$ cat src/hdl/p2a_pkg.sv
// p2a_pkg: shared types and constants for the pcm16 to a-law packetizer
// no dependencies; imported by every module of the block
`timescale 1ns / 1ps

package p2a_pkg;

    // one raw byte of the little-endian pcm stream
    typedef struct packed {
        logic [7:0] pcm_byte;
        logic       discontinuity;
    } t_in_item;

    // one encoded byte with its packet framing
    typedef struct packed {
        logic [7:0]  alaw_byte;
        logic [7:0]  payload_index;
        logic        last_of_packet;
        logic [31:0] packet_sequence;
    } t_out_item;

    // even-bit inversion masks, sign folded in
    localparam logic [7:0] ALAW_MASK_NEG = 8'h55;
    localparam logic [7:0] ALAW_MASK_POS = 8'hD5;

    localparam logic [31:0] SEQ_FIRST = 32'd1;
    localparam logic [31:0] SEQ_MAX   = 32'hFFFF_FFFF;

endpackage

$ cat src/hdl/p2a_alaw_enc.sv
// p2a_alaw_enc: combinational g.711 a-law segment encoder, 16-bit sample in
// depends on p2a_pkg for the inversion masks
`timescale 1ns / 1ps

module p2a_alaw_enc
    import p2a_pkg::*;
(
    input  logic [15:0] i_sample,
    output logic [7:0]  o_code
);

    logic [7:0]  mask;
    logic [15:0] folded;
    logic [11:0] mag;
    logic [2:0]  seg;
    logic [3:0]  mant;

    always_comb begin
        if (i_sample[15]) begin
            mask   = ALAW_MASK_NEG;
            folded = ~i_sample;
        end else begin
            mask   = ALAW_MASK_POS;
            folded = i_sample;
        end
        // magnitude after dropping three lsbs never exceeds 4095
        mag = folded[14:3];
    end

    // segment is the position of the leading one above bit 4
    always_comb begin
        if (mag[11])      seg = 3'd7;
        else if (mag[10]) seg = 3'd6;
        else if (mag[9])  seg = 3'd5;
        else if (mag[8])  seg = 3'd4;
        else if (mag[7])  seg = 3'd3;
        else if (mag[6])  seg = 3'd2;
        else if (mag[5])  seg = 3'd1;
        else              seg = 3'd0;
    end

    always_comb begin
        case (seg)
            3'd0, 3'd1: mant = mag[4:1];
            3'd2:       mant = mag[5:2];
            3'd3:       mant = mag[6:3];
            3'd4:       mant = mag[7:4];
            3'd5:       mant = mag[8:5];
            3'd6:       mant = mag[9:6];
            3'd7:       mant = mag[10:7];
            default:    mant = mag[4:1];
        endcase
    end

    assign o_code = {1'b0, seg, mant} ^ mask;

endmodule

$ cat src/hdl/pcm16_to_alaw_packetizer_top.sv
// pcm16_to_alaw_packetizer_top: byte input register, packet framing, result register
// depends on p2a_pkg and p2a_alaw_enc
`timescale 1ns / 1ps

// Usage
//   Input channel: one byte of little-endian signed 16-bit pcm per request on
//   i_in_data, qualified by i_in_valid, held off by o_in_stall. A set
//   discontinuity bit drops the partial payload and any held low byte before
//   that byte is taken, so the byte starts a new sample.
//   Output channel: one a-law byte per completed sample on o_out_data, with
//   its payload position; the byte that fills PAYLOAD_BYTES is flagged last
//   and carries the packet sequence number (1, 2, ... wrapping past 0 to 1).
//   Low bytes produce no result.
//   A high byte accepted into the input register moves its result into the
//   result register once that is free. Throughput: one byte per cycle while
//   the receiver does not stall, set by the single combinational pass between
//   the input register and the result register.
//   When the receiver stalls, the result register holds; low bytes keep
//   flowing, and the input register fills and stalls the sender only once a
//   high byte has to wait for the result register.
//   Reset (synchronous, active low) empties both registers, clears the fill
//   count, the held low byte and the sequence counter.
module pcm16_to_alaw_packetizer_top
    import p2a_pkg::*;
#(
    parameter int PAYLOAD_BYTES = 256
) (
    input  logic      i_clk,
    input  logic      i_rst_n,
    input  logic      i_in_valid,
    output logic      o_in_stall,
    input  t_in_item  i_in_data,
    output logic      o_out_valid,
    input  logic      i_out_stall,
    output t_out_item o_out_data
);

    localparam int FW = $clog2(PAYLOAD_BYTES + 1);

    logic           r_in_valid;
    t_in_item       r_in_data;
    logic [FW-1:0]  r_fill;
    logic [FW-1:0]  n_fill;
    logic [7:0]     r_low;
    logic [7:0]     n_low;
    logic           r_low_valid;
    logic           n_low_valid;
    logic [31:0]    r_seq;
    logic [31:0]    n_seq;
    logic           r_out_valid;
    t_out_item      r_out_data;
    t_out_item      n_out_data;

    logic           have_low;
    logic           makes_result;
    logic           out_free;
    logic           advance;
    logic [FW-1:0]  fill_base;
    logic [FW-1:0]  fill_inc;
    logic           fill_done;
    logic [FW+7:0]  index_wide;
    logic [31:0]    seq_inc;
    logic [7:0]     code;

    p2a_alaw_enc u_enc (
        .i_sample (({r_in_data.pcm_byte, r_low})),
        .o_code   (code)
    );

    assign have_low     = r_low_valid && !r_in_data.discontinuity;
    assign makes_result = r_in_valid && have_low;
    assign out_free     = !r_out_valid || !i_out_stall;
    assign advance      = r_in_valid && (out_free || !have_low);
    assign o_in_stall   = r_in_valid && !advance;

    assign fill_base  = r_in_data.discontinuity ? '0 : r_fill;
    assign fill_inc   = fill_base + FW'(1);
    assign fill_done  = (fill_inc == FW'(PAYLOAD_BYTES));
    assign index_wide = {8'b0, fill_base};
    assign seq_inc    = (r_seq == SEQ_MAX) ? SEQ_FIRST : r_seq + 32'd1;

    always_comb begin
        n_fill       = fill_base;
        n_low        = r_low;
        n_low_valid  = r_low_valid;
        n_seq        = r_seq;
        n_out_data   = r_out_data;
        if (advance) begin
            if (have_low) begin
                n_low_valid                = 1'b0;
                n_out_data.alaw_byte       = code;
                n_out_data.payload_index   = index_wide[7:0];
                n_out_data.last_of_packet  = fill_done;
                n_out_data.packet_sequence = fill_done ? seq_inc : 32'd0;
                if (fill_done) begin
                    n_fill = '0;
                    n_seq  = seq_inc;
                end else begin
                    n_fill = fill_inc;
                end
            end else begin
                n_low       = r_in_data.pcm_byte;
                n_low_valid = 1'b1;
            end
        end else begin
            n_fill = r_fill;
        end
    end

    always_ff @(posedge i_clk) begin
        if (!i_rst_n) begin
            r_in_valid  <= 1'b0;
            r_fill      <= '0;
            r_low       <= '0;
            r_low_valid <= 1'b0;
            r_seq       <= '0;
            r_out_valid <= 1'b0;
        end else begin
            if (!o_in_stall) begin
                r_in_valid <= i_in_valid;
            end
            r_fill      <= n_fill;
            r_low       <= n_low;
            r_low_valid <= n_low_valid;
            r_seq       <= n_seq;
            if (makes_result && out_free) begin
                r_out_valid <= 1'b1;
            end else if (!i_out_stall) begin
                r_out_valid <= 1'b0;
            end
        end
    end

    always_ff @(posedge i_clk) begin
        if (i_in_valid && !o_in_stall) begin
            r_in_data <= i_in_data;
        end
        r_out_data <= n_out_data;
    end

    assign o_out_valid = r_out_valid;
    assign o_out_data  = r_out_data;

    a_last_has_seq : assert property (@(posedge i_clk) disable iff (!i_rst_n)
        r_out_valid && r_out_data.last_of_packet |-> r_out_data.packet_sequence != 32'd0)
        else $error("last result without sequence number");

    a_mid_no_seq : assert property (@(posedge i_clk) disable iff (!i_rst_n)
        r_out_valid && !r_out_data.last_of_packet |-> r_out_data.packet_sequence == 32'd0)
        else $error("sequence number on a result that is not last");

    a_fill_bound : assert property (@(posedge i_clk) disable iff (!i_rst_n)
        r_fill < FW'(PAYLOAD_BYTES))
        else $error("fill count reached payload size");

    a_stall_needs_item : assert property (@(posedge i_clk) disable iff (!i_rst_n)
        o_in_stall |-> r_in_valid && r_out_valid && i_out_stall)
        else $error("input stalled without a blocked result");

    a_seq_steps : assert property (@(posedge i_clk) disable iff (!i_rst_n)
        r_seq != $past(r_seq) && $past(i_rst_n) |-> r_out_valid && r_out_data.last_of_packet)
        else $error("sequence counter moved without a packet");

endmodule

$ cat config.mk
export PLATFORM = sky130hd
export DESIGN_NAME = pcm16_to_alaw_packetizer_top
export DESIGN_NICKNAME = d
export VERILOG_FILES = /design/src/hdl/p2a_pkg.sv /design/src/hdl/p2a_alaw_enc.sv /design/src/hdl/pcm16_to_alaw_packetizer_top.sv
export SDC_FILE = /design/constraint.sdc
export NUM_CORES = 1
export LEC_CHECK = 0
export BUFFER_PORTS_ARGS = -buffer_cell sky130_fd_sc_hd__buf_2
export CORE_MARGIN = 1
export CORE_UTILIZATION = 45
export CTS_BUF_LIST = sky130_fd_sc_hd__clkbuf_16
export DETAILED_ROUTE_END_ITERATION = 7
export GPL_TIMING_DRIVEN = 0
export PLACE_DENSITY = 0.69
export SYNTH_ARGS = -nofsm -noshare
export SYNTH_HDL_FRONTEND = slang
export SYNTH_HIERARCHICAL = 1
export SYNTH_SLANG_ARGS = --single-unit
$ cat constraint.sdc
create_clock -name i_clk -period 3.6 [get_ports i_clk]
set_input_delay 0 -clock i_clk [delete_from_list [all_inputs] [get_ports i_clk]]
set_output_delay 0 -clock i_clk [all_outputs]
set_load 0.03 [all_outputs]
---- Word-level counts from Yosys, hierarchy flattened ----
Cells that the tools add are included.
word-level totals
  output and inout bits ................... 51
  flip-flop bits (word level) ............. 110
  latch bits .............................. 0
  bits of input ports ..................... 13
  memory bits (read-only) ................. 0
  logic and storage cells ................. 63
  memory bits (writable) .................. 0
  memories ................................ 0
operators by class
  magnitude comparators ................... 0
  equality and inequality tests ........... 10
  div/mod/pow operators ................... 0
  multiplexer cells ....................... 17
  reductions and logical operators ........ 19
  shifts and indexed selects .............. 0
  add/sub/neg operators ................... 2
  multipliers ............................. 0
  bitwise gates (word level) .............. 3
operators with widths
  kind                   number
  $add 32x1->32 const B  1
  $eq 32x32->1 const B   1
  $mux 32                1
  $pmux 4 s7             1
  $mux 9                 3
  $mux 3                 6
  $mux 15                1
  $not 15->15            1
  $eq 3x3->1 const B     4
  $add 9x1->9 const B    1
  $eq 9x9->1 const B     1
  $mux 8                 1
  $xor 7x8->8            1
  $eq 3x2->1 const B     2
  $logic_and 1x1->1      6
  $logic_not 1->1        6
  $mux 1                 4
  $reduce_and 2->1       2
  $eq 3x1->1 const B     1
  $logic_not 3->1        1
  $reduce_and 3->1       1
  $logic_or 1x1->1       2
  $ne 2x1->1 const B     1
  $reduce_or 2->1        1
  $not 1->1              1

---- Depth between registers and ports, before layout ----
  depth after elaboration ................. 13
  gate-level depth with buffers ........... 13
  mapped depth without buffers ............ 8

---- Cells and area by module ----
Netlist, hierarchy kept.
by module, submodules not included
  module                        cells each  area each (µm²)  sequential area each (µm²)  times used
  pcm16_to_alaw_packetizer_top  500         5024.8           2782.7                      1
  p2a_alaw_enc                  126         783.3            0.0                         1

---- Worst setup path after synthesis ----
Ideal clock, no wire load.
  path kind ............................... register to register
  start point ............................. register r_in_data[0] (netlist bit)
  end point ............................... register r_seq[29]
  arrival time ............................ 3.358 ns
  setup slack ............................. 0.171 ns
  library setup time ...................... 0.070 ns
  buffers on the path ..................... 1
  required time ........................... 3.530 ns
  clock period less this slack ............ 3.429 ns
  cell stages (with the launch flop) ...... 9
  path through ............................ edfxtp_1 > buf_2 > nor2b_1 > nand3_1 > inv_1 > o21ai_1 > or3_4 > or4_1 > a21oi_1
between the ends
  cells in the longest elaborated chain, start to end .. 6
  elaborated cells on any way between the ends .. 9
  classes of those cells .................. 1 x add/sub; 1 x eq/ne; 1 x mux; 6 x reduce/logical
ends and longest elaborated chain
  element                                                              RTL line                             text
  start, declared                                                      pcm16_to_alaw_packetizer_top.sv:41   t_in_item r_in_data;
  start signal, assigned                                               pcm16_to_alaw_packetizer_top.sv:136  r_in_data <= i_in_data;
  parallel branches: the longest is 5 deep, another holds $add 9x1->9  --
  $reduce_and 3->1 (no source line) *                                  --
  end signal, assigned                                                 pcm16_to_alaw_packetizer_top.sv:125  r_seq <= n_seq;
  end, declared                                                        pcm16_to_alaw_packetizer_top.sv:48   logic [31:0] r_seq;
Mark *: on every way between the ends.
A chain may end at the register's enable or synchronous reset.

---- Final worst setup path ----
  start point ............................. register r_in_data[0] (netlist bit)
  end point ............................... register r_seq[11]
between the ends
  elaborated cells on any way between the ends .. 9
  classes of those cells .................. 1 x add/sub; 1 x eq/ne; 1 x mux; 6 x reduce/logical
RTL lines
  element                            RTL line                            text
  $mux 9                             pcm16_to_alaw_packetizer_top.sv:76  assign fill_base = r_in_data.discontinuity ? '0 : r_fill;
  net fill_base[0]                   pcm16_to_alaw_packetizer_top.sv:58  logic [FW-1:0] fill_base;
  $add 9x1->9                        pcm16_to_alaw_packetizer_top.sv:77  assign fill_inc = fill_base + FW'(1);
  $eq 9x9->1                         pcm16_to_alaw_packetizer_top.sv:78  assign fill_done = (fill_inc == FW'(PAYLOAD_BYTES));
  $reduce_and 3->1 (no source line)  --
The timed path passes the listed nets, and every way through them passes these cells.

==> results.json <==
{
  "seqCellArea_mm2": 0.00270,
  "place_ws_ns": 0.0229,
  "cts-root-to-sink-buffers": 2,
  "initial_core_util_pct": 46.6,
  "sw_frac_of_total_pct": 22.9,
  "cp_slowest_cell": "o21ai_1",
  "synth_warnings": 6,
  "cp_num_buf_inv": 3,
  "grt_setup_unrepaired": "no",
  "track_usage_pct": 22.6,
  "cts_inserted_buffers": 9,
  "r2r_start": "r_in_data[0]",
  "clk_latency_ns": 0.35,
  "rr_worst_depth": 11,
  "p_clk_share_pct": 41.9,
  "slew_violations": 0,
  "clock_skew_ns": 0.00881,
  "p_seq_share_pct": 49.1,
  "worstPathRequired_ns": 3.84,
  "setup_violations": 0,
  "fin_crit_sh_pct": 92.9,
  "slew-limit-headroom_pct": 44.9,
  "status": "finished, final reports clean",
  "via_per_inst": 5.73,
  "ioPinCount": 64,
  "avgSynthCellArea_um2": 9.30,
  "route.detailed.drc": 0,
  "fin_crit_ns": 3.35,
  "synth_nets": 626,
  "startpoint_type": "register",
  "dr.pass1.iters": 5,
  "path_cells": "buf_2, clkbuf_2, nor2b_2, ha_2, nand4_1, o21a_1, o21ai_1, or3_4, buf_2, nor2_1, a32o_1",
  "nNetsFinal": 713,
  "wire_per_inst_um": 16.3,
  "vias": 4982,
  "utilization_pct": 55.0,
  "numPortBuffers": 63,
  "grt_max_degree": 31,
  "syn_to_final_growth_pct": 17.9,
  "internal_power_mw": 2.05,
  "ctsHtreeMaxLevel": 3,
  "cp_common_cell": "buf_2",
  "fill_cells": 1121,
  "die_w_um": 114,
  "tns_ns": 0,
  "dp_hpwl_um": 10000,
  "worstMarginPinSlew_ns": 0.819,
  "globalplace.congestion": 0.870,
  "most-common-layout-cells": "76 x buf_2, 70 x nor2_1, 58 x edfxtp_1",
  "cp-end-kind": "register",
  "fp.coreArea_mm2": 0.0122,
  "cts.reportedPaths.clkPinSlew_ns": 0.07,
  "drtIter0Drc": 391,
  "finalHoldViolations": 0,
  "design_area_mm2": 0.00669,
  "routed_wl_um": 14200,
  "cp_max_fo": 10,
  "max_cap_viol_count": 0,
  "r2r_end": "r_seq[11]",
  "crit_arrival_ns": 3.58,
  "rows": 40,
  "crit_type": "register to register",
  "fp.dieArea_mm2": 0.0131,
  "min_from": "i_out_stall",
  "fmax_mhz": 299,
  "cp_top_family": "compound AO/OA/AOI/OAI gates",
  "syn_area_mm2": 0.00567,
  "hold_class": "primary input to register",
  "min_to": "o_out_valid",
  "slowest_delay_ns": 0.56,
  "power.total_mw": 2.66,
  "diodes": 0,
  "synth_cells": 610,
  "fin_cells": 870,
  "grt.overflow.total": 0,
  "final_common_cell": "buf_2",
  "p_leak_nw": 2.03,
  "combPwrFrac_pct": 9.0,
  "numClockSinks": 106,
  "postLayoutSetupSlackWorst_ns": 0.255,
  "ff2ff_setup_slack_ns": 0.25,
  "antenna_found_initial": 0,
  "final_antenna_net_count": 0,
  "multi_input_area_mm2": 0.00274,
  "root_buffer": "clkbuf_16",
  "place_inst": 842,
  "cts_tree": "yes",
  "grt_pass1_wl_um": 22900,
  "grt_pass1_vias": 4690,
  "holdWs_ns": 0.0421,
  "ir_worst_vdd_mv": 0.281,
  "worstHoldPathCells": 3,
  "p_per_area_mw_per_mm2": 398,
  "placed_area_mm2": 0.00623,
  "die_h_um": 114,
  "layout-drive-gt1-share_pct": 18.2,
  "p_sw_mw": 0.610
}
[worst register-to-register path, cell delays in order (launching register included)]
cell,delay [ns]
edfxtp_1,0.43
buf_2,0.21
clkbuf_2,0.22
nor2b_2,0.21
ha_2,0.27
nand4_1,0.17
o21a_1,0.22
o21ai_1,0.56
or3_4,0.29
buf_2,0.26
nor2_1,0.14
a32o_1,0.26
[how the worst max path moves through the flow]
stage / to / cells after the start / from
final: r_seq[11] / 11 / r_in_data[0]
after global routing: o_out_data[25] / 13 / r_in_data[0]
after detailed placement: o_out_data[19] / 13 / r_in_data[0]
after CTS: r_seq[23] / 11 / r_in_data[0]
after floorplan: r_seq[25] / 8 / r_in_data[0]
after global placement: r_seq[23] / 9 / r_in_data[0]
[final cells by class]
type	count	share of cell area [%]
Clock inverter	7	1.65
Buffer	37	2.69
Multi-Input combinational cell	450	40.9
Clock buffer	9	3.37
Timing Repair Buffer	76	6.88
Inverter	17	0.954
Sequential cell	106	40.4
Tap cell	168	3.14
[metal layers]
layer	part of all wire [%]	global-route usage (%)
met2	47	36.5
met4	2.2	10.5
met1	44	30.2
met5	0	0
met3	6.3	3.28
[registers in the layout, indices dropped and copies added, names as in the netlist]
| signal | cells |
|---|---|
| o_out_valid | 1 |
| r_seq | 32 |
| r_in_valid | 1 |
| r_low_valid | 1 |
| r_fill | 9 |
| r_low | 4 |
| r_in_data | 9 |
| o_out_data | 49 |
[power by group through the flow]
stage / Clock (mW) / Combinational, mW / Sequential [mW]
after floorplan: 0 / 0.147 / 1.35
after detailed placement: 0 / 0.223 / 1.34
after global routing: 1.18 / 0.262 / 1.31
after CTS: 1.13 / 0.233 / 1.31
final: 1.12 / 0.239 / 1.31
after global placement: 0 / 0.221 / 1.34
[repair_timing]
item | CTS | global route
setup buffers | 0 | 1
hold buffers | 11 | 0
resized for setup | 1 | 6
endpoints found under the hold margin | 11 | 0
endpoints found under the setup margin | 2 | 25
Power figures use the tool's default switching activity.
